--- config.mk ---
export PLATFORM = sky130hd
export DESIGN_NAME = aging_flow_hit_table_unit
export DESIGN_NICKNAME = d
export VERILOG_FILES = /design/src/sv/aft_pkg.sv /design/src/sv/aft_cell.sv /design/src/sv/aging_flow_hit_table_unit.sv
export SDC_FILE = /design/constraint.sdc
export NUM_CORES = 2
export LEC_CHECK = 0
export ABC_AREA = 1
export BUFFER_PORTS_ARGS = -buffer_cell sky130_fd_sc_hd__clkbuf_2
export CAP_MARGIN = 40
export CORE_ASPECT_RATIO = 1.25
export CORE_MARGIN = 1.5
export CORE_UTILIZATION = 30
export DETAILED_ROUTE_END_ITERATION = 10
export PLACE_DENSITY = 0.43
export SYNTH_ARGS = -nofsm -noshare
export SYNTH_HDL_FRONTEND = slang
export SYNTH_HIERARCHICAL = 1
export SYNTH_SLANG_ARGS = --single-unit
--- constraint.sdc ---
create_clock -name clock -period 11.5 [get_ports clock]
set_input_delay 1.15 -clock clock [delete_from_list [all_inputs] [get_ports clock]]
set_output_delay 1.15 -clock clock [all_outputs]
set_load 0.05 [all_outputs]
--- src/sv/aft_pkg.sv ---
`timescale 1ns / 1ps

package aft_pkg;

   localparam logic [1:0] FN_INSERT = 2'd0;
   localparam logic [1:0] FN_LOOKUP = 2'd1;
   localparam logic [1:0] FN_TICK   = 2'd2;
   localparam logic [1:0] FN_PURGE  = 2'd3;

   localparam logic [15:0] HITS_MAX      = 16'hFFFF;
   localparam logic [31:0] EXPIRY_RESET  = 32'd1000;

   typedef struct packed {
      logic [1:0]  func;
      logic [31:0] attacker_ip;
      logic [31:0] victim_ip;
   } req_type;

   typedef struct packed {
      logic [15:0] hit_count;
      logic        status;
      logic [4:0]  purged;
   } rsp_type;

   typedef struct packed {
      logic [31:0] attacker_ip;
      logic [31:0] victim_ip;
      logic [31:0] start_ms;
      logic [15:0] hits;
   } entry_type;

   typedef struct packed {
      logic shift;
      logic load;
      logic bump;
   } cell_ctrl_type;

   typedef enum logic [1:0] {
      ST_IDLE = 2'b01,
      ST_EXEC = 2'b10
   } state_type;

endpackage

--- src/sv/aft_cell.sv ---
`timescale 1ns / 1ps

module aft_cell (
   input  logic                   clock,
   input  aft_pkg::cell_ctrl_type ctrl,
   input  aft_pkg::entry_type     next_entry,
   input  aft_pkg::entry_type     load_entry,
   input  logic [31:0]            key_attacker,
   input  logic [31:0]            key_victim,
   output aft_pkg::entry_type     entry,
   output logic                   match
);

   aft_pkg::entry_type entry_ff;
   aft_pkg::entry_type entry_in;

   always_comb begin
      entry_in = entry_ff;
      if (ctrl.shift) begin
         entry_in = next_entry;
      end else if (ctrl.load) begin
         entry_in = load_entry;
      end else if (ctrl.bump && (entry_ff.hits != aft_pkg::HITS_MAX)) begin
         entry_in.hits = entry_ff.hits + 16'd1;
      end
   end

   always_ff @(posedge clock) begin
      entry_ff <= entry_in;
   end

   assign entry = entry_ff;
   assign match = (entry_ff.attacker_ip == key_attacker) && (entry_ff.victim_ip == key_victim);

endmodule

--- src/sv/aging_flow_hit_table_unit.sv ---
`timescale 1ns / 1ps

// Flow table of TABLE_DEPTH entries held oldest-first in a row of cells.
// A request is taken when start is high and busy is low; its one response
// appears on rsp_data for a single cycle with rsp_valid and cannot be stalled,
// so the receiver must sample it then. Insert, lookup and tick return to idle
// after ST_EXEC; purge stays in ST_EXEC while the head is expired, each removal
// shifting the whole cell row by one toward the oldest end, one entry per cycle.
// Lookup compares all cells at once and picks the oldest live match.
// The user must write expiry_ms through csr_valid and csr_wdata only while no
// request is in flight; the block does not enforce it. csr_ready is always high.
module aging_flow_hit_table_unit #(
   parameter int TABLE_DEPTH = 16
) (
   input  logic             clock,
   input  logic             reset,
   input  logic             start,
   output logic             busy,
   input  aft_pkg::req_type req_data,
   output logic             rsp_valid,
   output aft_pkg::rsp_type rsp_data,
   input  logic             csr_valid,
   output logic             csr_ready,
   input  logic [31:0]      csr_wdata
);

   localparam int OCC_W = $clog2(TABLE_DEPTH + 1);

   aft_pkg::state_type state_ff, state_in;
   aft_pkg::req_type   req_ff, req_in;
   aft_pkg::rsp_type   rsp_ff, rsp_in;
   logic               rsp_valid_ff, rsp_valid_in;
   logic [OCC_W-1:0]   occ_ff, occ_in;
   logic [OCC_W-1:0]   pcount_ff, pcount_in;
   logic [31:0]        now_ff, now_in;
   logic [31:0]        expiry_ff, expiry_in;

   aft_pkg::entry_type     entries   [TABLE_DEPTH];
   aft_pkg::entry_type     nbr       [TABLE_DEPTH];
   aft_pkg::cell_ctrl_type ctrl      [TABLE_DEPTH];
   aft_pkg::entry_type     new_entry;
   logic [TABLE_DEPTH-1:0] match;
   logic [TABLE_DEPTH-1:0] live_match;
   logic [TABLE_DEPTH-1:0] first;
   logic [15:0]            hit_sel;
   logic [31:0]            head_age;
   logic                   head_expired;
   logic                   exec;
   logic                   full;
   logic                   do_insert;
   logic                   do_purge;

   assign exec         = (state_ff == aft_pkg::ST_EXEC);
   assign full         = (occ_ff == OCC_W'(TABLE_DEPTH));
   assign head_age     = now_ff - entries[0].start_ms;
   assign head_expired = (occ_ff != '0) && (head_age > expiry_ff);
   assign do_insert    = exec && (req_ff.func == aft_pkg::FN_INSERT) && !full;
   assign do_purge     = exec && (req_ff.func == aft_pkg::FN_PURGE) && head_expired;

   always_comb begin
      new_entry.attacker_ip = req_ff.attacker_ip;
      new_entry.victim_ip   = req_ff.victim_ip;
      new_entry.start_ms    = now_ff;
      new_entry.hits        = 16'd1;
   end

   for (genvar i = 0; i < TABLE_DEPTH; i++) begin : g_cell
      if (i == TABLE_DEPTH - 1) begin : g_last
         assign nbr[i] = entries[i];
      end else begin : g_mid
         assign nbr[i] = entries[i+1];
      end

      assign live_match[i] = match[i] && (OCC_W'(i) < occ_ff);
      assign ctrl[i].shift = do_purge;
      assign ctrl[i].load  = do_insert && (occ_ff == OCC_W'(i));
      assign ctrl[i].bump  = exec && (req_ff.func == aft_pkg::FN_LOOKUP) && first[i];

      aft_cell u_cell (
         .clock        (clock),
         .ctrl         (ctrl[i]),
         .next_entry   (nbr[i]),
         .load_entry   (new_entry),
         .key_attacker (req_ff.attacker_ip),
         .key_victim   (req_ff.victim_ip),
         .entry        (entries[i]),
         .match        (match[i])
      );
   end

   // oldest live match: lowest set bit
   assign first = live_match & (~live_match + TABLE_DEPTH'(1));

   always_comb begin
      hit_sel = '0;
      for (int i = 0; i < TABLE_DEPTH; i++) begin
         hit_sel = hit_sel | (first[i] ? entries[i].hits : 16'd0);
      end
   end

   always_comb begin
      state_in     = state_ff;
      req_in       = req_ff;
      rsp_in       = rsp_ff;
      rsp_valid_in = 1'b0;
      occ_in       = occ_ff;
      pcount_in    = pcount_ff;
      now_in       = now_ff;
      expiry_in    = expiry_ff;

      if (csr_valid) begin
         expiry_in = csr_wdata;
      end

      unique case (state_ff)
         aft_pkg::ST_IDLE: begin
            if (start) begin
               req_in    = req_data;
               pcount_in = '0;
               state_in  = aft_pkg::ST_EXEC;
            end
         end
         aft_pkg::ST_EXEC: begin
            rsp_in.hit_count = 16'd0;
            rsp_in.status    = 1'b0;
            rsp_in.purged    = 5'd0;
            case (req_ff.func)
               aft_pkg::FN_INSERT: begin
                  if (full) begin
                     rsp_in.status = 1'b1;
                  end else begin
                     occ_in = occ_ff + OCC_W'(1);
                  end
                  rsp_valid_in = 1'b1;
                  state_in     = aft_pkg::ST_IDLE;
               end
               aft_pkg::FN_LOOKUP: begin
                  rsp_in.hit_count = hit_sel;
                  rsp_valid_in     = 1'b1;
                  state_in         = aft_pkg::ST_IDLE;
               end
               aft_pkg::FN_TICK: begin
                  now_in       = now_ff + 32'd1;
                  rsp_valid_in = 1'b1;
                  state_in     = aft_pkg::ST_IDLE;
               end
               default: begin
                  if (head_expired) begin
                     occ_in    = occ_ff - OCC_W'(1);
                     pcount_in = pcount_ff + OCC_W'(1);
                  end else begin
                     rsp_in.purged = 5'(pcount_ff);
                     rsp_valid_in  = 1'b1;
                     state_in      = aft_pkg::ST_IDLE;
                  end
               end
            endcase
         end
         default: begin
            state_in = aft_pkg::ST_IDLE;
         end
      endcase
   end

   always_ff @(posedge clock) begin
      if (reset) begin
         state_ff     <= aft_pkg::ST_IDLE;
         rsp_valid_ff <= 1'b0;
         occ_ff       <= '0;
         pcount_ff    <= '0;
         now_ff       <= '0;
         expiry_ff    <= aft_pkg::EXPIRY_RESET;
      end else begin
         state_ff     <= state_in;
         rsp_valid_ff <= rsp_valid_in;
         occ_ff       <= occ_in;
         pcount_ff    <= pcount_in;
         now_ff       <= now_in;
         expiry_ff    <= expiry_in;
      end
   end

   always_ff @(posedge clock) begin
      req_ff <= req_in;
      rsp_ff <= rsp_in;
   end

   assign busy      = (state_ff != aft_pkg::ST_IDLE);
   assign csr_ready = 1'b1;
   assign rsp_valid = rsp_valid_ff;
   assign rsp_data  = rsp_ff;

   a_occ_range: assert property (@(posedge clock) disable iff (reset)
      occ_ff <= OCC_W'(TABLE_DEPTH))
      else $error("occupancy beyond table depth");

   a_rsp_after_exec: assert property (@(posedge clock) disable iff (reset)
      rsp_valid_ff |-> $past(state_ff == aft_pkg::ST_EXEC))
      else $error("response without execution");

   a_drop_when_full: assert property (@(posedge clock) disable iff (reset)
      (rsp_valid_ff && rsp_ff.status) |-> (occ_ff == OCC_W'(TABLE_DEPTH)))
      else $error("insert dropped while table not full");

   a_single_hit: assert property (@(posedge clock) disable iff (reset)
      exec |-> $onehot0(first))
      else $error("more than one lookup hit selected");

endmodule
* Yosys cells after proc, flatten, opt, wreduce, memory -nomap -nowiden
Index checks and enable logic that the tools add are counted.
** Storage, ports and cells
- Register bits :: 1957
- Input port bits :: 102
- Output and inout bits :: 25
- Logic and storage cells :: 435
** Cells by class
- Add/subtract/negate cells :: 22
- $lt $le $gt $ge :: 17
- Equal/unequal tests :: 75
- Multiplexer cells :: 91
- Bitwise gates (word level) :: 20
- Reductions and logical operators :: 134
** Operators by type and width (number)
- 112-bit 2-to-1 mux :: 15
- 96-bit 2-to-1 mux :: 15
- 32-bit equality test :: 32
- 16-bit 2-to-1 mux :: 47
- 16-bit by 1-bit adder with 16-bit output, second input constant :: 17
- 16-bit inequality test, second input constant :: 16
- 16-bit bitwise OR :: 15
- 1-bit logical AND :: 86
- 3-bit nonzero test :: 15
- 5-bit by 4-bit equality test with 1-bit output, second input constant :: 8
- 4-bit by 5-bit < comparator with 1-bit output, first input constant :: 8
- 2-bit nonzero test :: 18
- 32-bit by 1-bit adder with 32-bit output, second input constant :: 1
- 32-bit > comparator :: 1
- 32-bit subtractor :: 1
- 5-bit 2-to-1 mux :: 5
- 5-bit by 3-bit equality test with 1-bit output, second input constant :: 4
- 3-bit by 5-bit < comparator with 1-bit output, first input constant :: 4
- 5-bit case mux with 2 select lines :: 2
- 16-bit AND :: 1
- 16-bit NOT :: 1
- 5-bit by 1-bit adder with 5-bit output, second input constant :: 2
- 5-bit by 2-bit equality test with 1-bit output, second input constant :: 2
- 1-bit by 5-bit < comparator with 1-bit output, first input constant :: 2
- other kinds (22) :: 41

* Logic depth before layout (Yosys ltp)
- Depth after elaboration :: 22
- Gate-level depth with buffers :: 28
- Depth with buffers taken out :: 26

* Modules after synthesis
The synthesis kept the hierarchy.
** By module, submodules not included
- aft_cell :: times used 16, cells each 791, area each 6311.1 µm², seq. area each 3363.2 µm²
- aging_flow_hit_table_unit :: times used 1, cells each 1721, area each 12127.9 µm², seq. area each 4184.0 µm²

* Worst setup path before layout
OpenSTA, ideal clock, no wires.
- Path kind :: register -> register
- Start :: reg now_ff[0]
- End :: reg g_cell[0].u_cell.entry_ff, in the netlist g_cell[0].u_cell/entry[100] (enable)
- Library setup time :: 0.457 ns
- Arrival :: 6.518 ns
- Data required time :: 11.043 ns
- Setup slack :: 4.524 ns
- Stages on the path, launching flop included :: 24
- Path buffers :: 1
- Clock period less this slack :: 6.976 ns
- Cell sequence :: dfxtp_1 inv_1 ha_1 inv_1 fa_1 nand3_1 nand2_1 a21oi_1 o21ai_0 a21boi_0 o21ai_0 nand2_1 nand3_1 nand2_1 ha_1 nand2_1 nor4_1 nand2_1 nand2_1 nand3b_1 inv_1 inv_2 clkbuf_1 nand2_1
** RTL lines
- start, declared :: RTL line aging_flow_hit_table_unit.sv:35 : logic [31:0] now_ff, now_in;
- start signal, assigned :: RTL line aging_flow_hit_table_unit.sv:178 : now_ff <= now_in;
- end signal, assigned :: RTL line aft_cell.sv:29 : entry_ff <= entry_in;
- end, declared :: RTL line aft_cell.sv:14 : aft_pkg::entry_type entry_ff;

==> metrics.md <==
| Metric | Value |
|---|---|
| Period utilization | 71.45% |
| Vias per cell | 4.574 |
| Number of flops mapped to enable cells by yosys | 1,880 |
| Count of hold-fix buffers inserted at cts | 0 |
| Critical Path Fanout Max | 91 |
| Netlist cell types | 51 |
| CTS Root Cell | clkbuf_16 |
| Initial Utilization | 30.19% |
| Cells on Worst Hold Path | 1 |
| Post-route cell area | 128,400 um2 |
| Final setup vio count | 0 |
| Layout Utilization | 34.26% |
| First-pass GRT wire length | 563,000 um |
| Post-synthesis adder-cell area fraction | 1.013% |
| Relative slew slack | 23.68% |
| CP Class | flip-flop to flip-flop |
| Die H | 689.5 um |
| Post-synthesis async set-or-reset flop share | 0% |
| Clk_skew | 0.07873 ns |
| Total track usage | 19.36% |
| Filler cells | 39,240 |
| Worst Setup End Kind | flip-flop |
| Wire per inst | 18.93 um |
| Die ar. | 380,700 um2 |
| 1st-iter DRT viols | 6,916 |
| Placeable Area | 374,700 um2 |
| Synth Instances | 14,380 |
| Crit-path most repeated cell | nand2_1 |
| Final nets | 14,920 |
| Seq/Total Area, Yosys | 51.28% |
| CTS tree | yes |
| Main combinational cell family by area after synthesis | simple AND/OR/NAND/NOR gates |
| CP delay by family, top | simple AND/OR/NAND/NOR gates |
| YS warnings | 6 |
| Total CTS buffers | 233 |
| Slew at the pin closest to its max-slew limit | 1.145 ns |
| Largest net degree at the start of global routing | 190 |
| CP max stage delay | 0.80 ns |
| Slowest CP cell | inv_8 |
| GR Layer Usage met2 | 34.61% |
| Reg clk slew, reported paths | 0.06 ns |
| Power per cell area | 124.4 nW/um2 |
| Post-CTS Setup Bufs | 0 |
| Complex-gate fraction of the synthesized area | 3.199% |
| CP Data Arrival Time | 8.77 ns |
| GPL Wtd Cong | 0.8732 |
| Post-synthesis mux area share | 0% |
| Synth Register Bits | 1,957 |
| Via Count | 90,820 |
| Overall power | 0.01597 W |
| Endpoints failing hold | 0 |
| Synth Area in Simple Gates | 32.57% |
| RSZ-0062 raised after global routing | no |
| DP HPWL | 245,600 um |
| Tmin final | 8.217 ns |
| Buffers on Ports | 125 |
| Synth Area per Inst | 7.867 um2 |
| Critical path depth | 27 |
| Highest Clock Rate | 121.7 MHz |
| Max_cap viols | 0 |
| HP Class | input port to flip-flop |
| Worst-case clock buffer depth | 4 |
| Fin. max-slew vios | 0 |
| Worst EP required | 12.05 ns |
| Top FF cell, synth | edfxtp_1 |
| CP Launch Type | flip-flop |
| Outcome | finished, final reports clean |
| Initial antenna violation count | 11 |
| Antenna-violating nets left | 0 |
| GR peak layer | met2 |
| Io pins | 127 |
| Quantity of gates resized following cts | 0 |
| P_leak | 55.92 nW |
| Post-Syn Area | 113,100 um2 |
| Layout Cells excl Fill | 19,860 |
| Layout cells sized above 1 | 6.729% |
| XOR/XNOR Fraction of Synth Area | 5.916% |
| Row cnt | 251 |
| Vias in the first global route | 87,410 |
| # DRC | 0 |
| FF-to-FF path depth | 27 |
| GRT overflow | 0 |
| Insertion delay to the later sink of the worst-skew pair | 0.96 ns |
| Drt pass-1 iters | 5 |
| Worst IR Drop VDD | 124.9 uV |
| # H-tree levels | 4 |
| Final total negative setup slack | 0 ns |
| Layout area overhead | 13.48% |
| Die X | 552.2 um |
| Final WL | 376,000 um |
| Met3 usage in global routing | 2.186% |
| Post-Place Cell Area | 121,000 um2 |
| Clock sinks | 1,957 |
| Crit path buffers/inverters | 7 |
| Placed insts | 19,430 |
| GR met1 Demand/Resource | 24.58% |
-- kinds of logic (layout without fill, tap and decap cells) --
kind of cell               Yosys count  in the layout
AOI/OAI and AO/OA                  681            681
xor gates and xnor gates           764            764
adders and majority gates           91             91
buffers and inverters             1652           1940
DFF                               1957           1957
other                                2            260
and+or+nand+nor                   9230           9230
-- cell type report --
cell class / instances / area (um2) / share of cell area, %
multi-input cells: 11020 / 49400 / 38.49
well taps: 4933 / 6172 / 4.809
inverters: 1167 / 4476 / 3.487
diodes: 3 / 7.507 / 0.005849
clock inverters: 135 / 1117 / 0.8705
clock buffers: 293 / 6202 / 4.832
repair buffers: 345 / 2983 / 2.324
flip-flops and latches: 1957 / 58000 / 45.18
-- per-layer routing --
layer	up-vias	part of all wire (%)
li1	45840	-
met1	42950	44
met2	1584	49
met3	440	4.1
met4	2	2.8
met5	-	0.0035
-- layout by cell type, fill, tap and decap left out, types with 18 or more instances in the layout --
| cell | n |
|---|---|
| nand2_2 | 38 |
| xnor2_1 | 700 |
| nand3_2 | 51 |
| clkbuf_16 | 238 |
| o21ai_0 | 129 |
| ha_1 | 90 |
| dfxtp_1 | 77 |
| clkbuf_2 | 125 |
| nor2_4 | 57 |
| nand4_1 | 183 |
| buf_12 | 18 |
| inv_2 | 38 |
| o21ai_1 | 129 |
| nor3_1 | 39 |
| a21oi_2 | 32 |
| a21oi_1 | 354 |
| clkinv_2 | 42 |
| buf_4 | 162 |
| nand3_1 | 273 |
| clkinv_1 | 62 |
| conb_1 | 257 |
| nand2_1 | 7490 |
| inv_1 | 1107 |
| nand3b_1 | 33 |
| xor2_1 | 64 |
| clkbuf_1 | 51 |
| edfxtp_1 | 1880 |
| inv_6 | 21 |
| nor2_2 | 52 |
| nor2_1 | 941 |
-- state kept, by name, summed over array words and instances, names as in the netlist --
register and count:
rsp_valid 1, pcount_ff 5, expiry_ff 32, now_ff 32
new_entry 64, occ_ff 5, state_ff 2, req_ff 2
rsp_data 22, g_cell.u_cell/entry 1792
-- synthesized netlist by cell type (2+ instances only) --
cell / n / area (um2)
a211oi_1: 2 / 15.01
a21boi_0: 4 / 30.03
a21o_1: 4 / 30.03
a21oi_1: 354 / 1772
a21oi_2: 32 / 280.3
a31oi_1: 7 / 43.79
buf_2: 238 / 1191
buf_4: 41 / 307.8
buf_6: 21 / 236.5
clkbuf_1: 185 / 694.4
clkinv_1: 2 / 7.510
conb_1: 2 / 7.510
dfxtp_1: 77 / 1541
edfxtp_1: 1880 / 56450
ha_1: 90 / 1126
inv_1: 1110 / 4167
inv_2: 54 / 202.7
nand2_1: 7506 / 28170
nand2_2: 38 / 237.7
nand3_1: 273 / 1366
nand3_2: 51 / 510.5
nand3_4: 3 / 52.55
nand3b_1: 33 / 247.7
nand4_1: 183 / 1145
nor2_1: 943 / 3540
nor2_2: 50 / 312.8
nor2_4: 57 / 641.9
nor3_1: 40 / 200.2
nor3_2: 11 / 110.1
nor3b_1: 4 / 30.03
nor4_1: 14 / 87.58
o211ai_1: 5 / 37.54
o21a_1: 6 / 45.04
o21ai_0: 129 / 645.6
o21ai_1: 129 / 645.6
o21bai_1: 5 / 37.54
or2_2: 17 / 106.4
or3_1: 2 / 12.51
xnor2_1: 700 / 6131
xor2_1: 64 / 560.5
-- path summary, 6_finish.rpt --
check	slack (ns)	start	to
setup reg to reg	3.28	now_ff[0]	g_cell[12].u_cell/entry[83]
hold reg to reg	0.47	expiry_ff[7]	expiry_ff[7]
hold / removal	0.37	req_data[3]	new_entry[51]
setup / recovery	3.28	now_ff[0]	g_cell[12].u_cell/entry[83]
-- per-stage QoR --
step                hold WS [ns]  worst slack, ns
global route              0.3061            2.558
global placement          0.4623            2.754
finish                    0.3656            3.283
detailed placement        0.4712            3.323
CTS                       0.2730            3.295
floorplan                 0.4395            4.524
-- where the power goes --
part / internal, W / switching, W / leakage, nW
clock network: 0.00415 / 0.00323 / 3.58
registers: 0.00780 / 0.0000105 / 17.2
logic: 0.000272 / 0.000508 / 35.1
total: 0.0122 / 0.00374 / 55.9
Note: power is estimated with default switching activity, not from simulation.
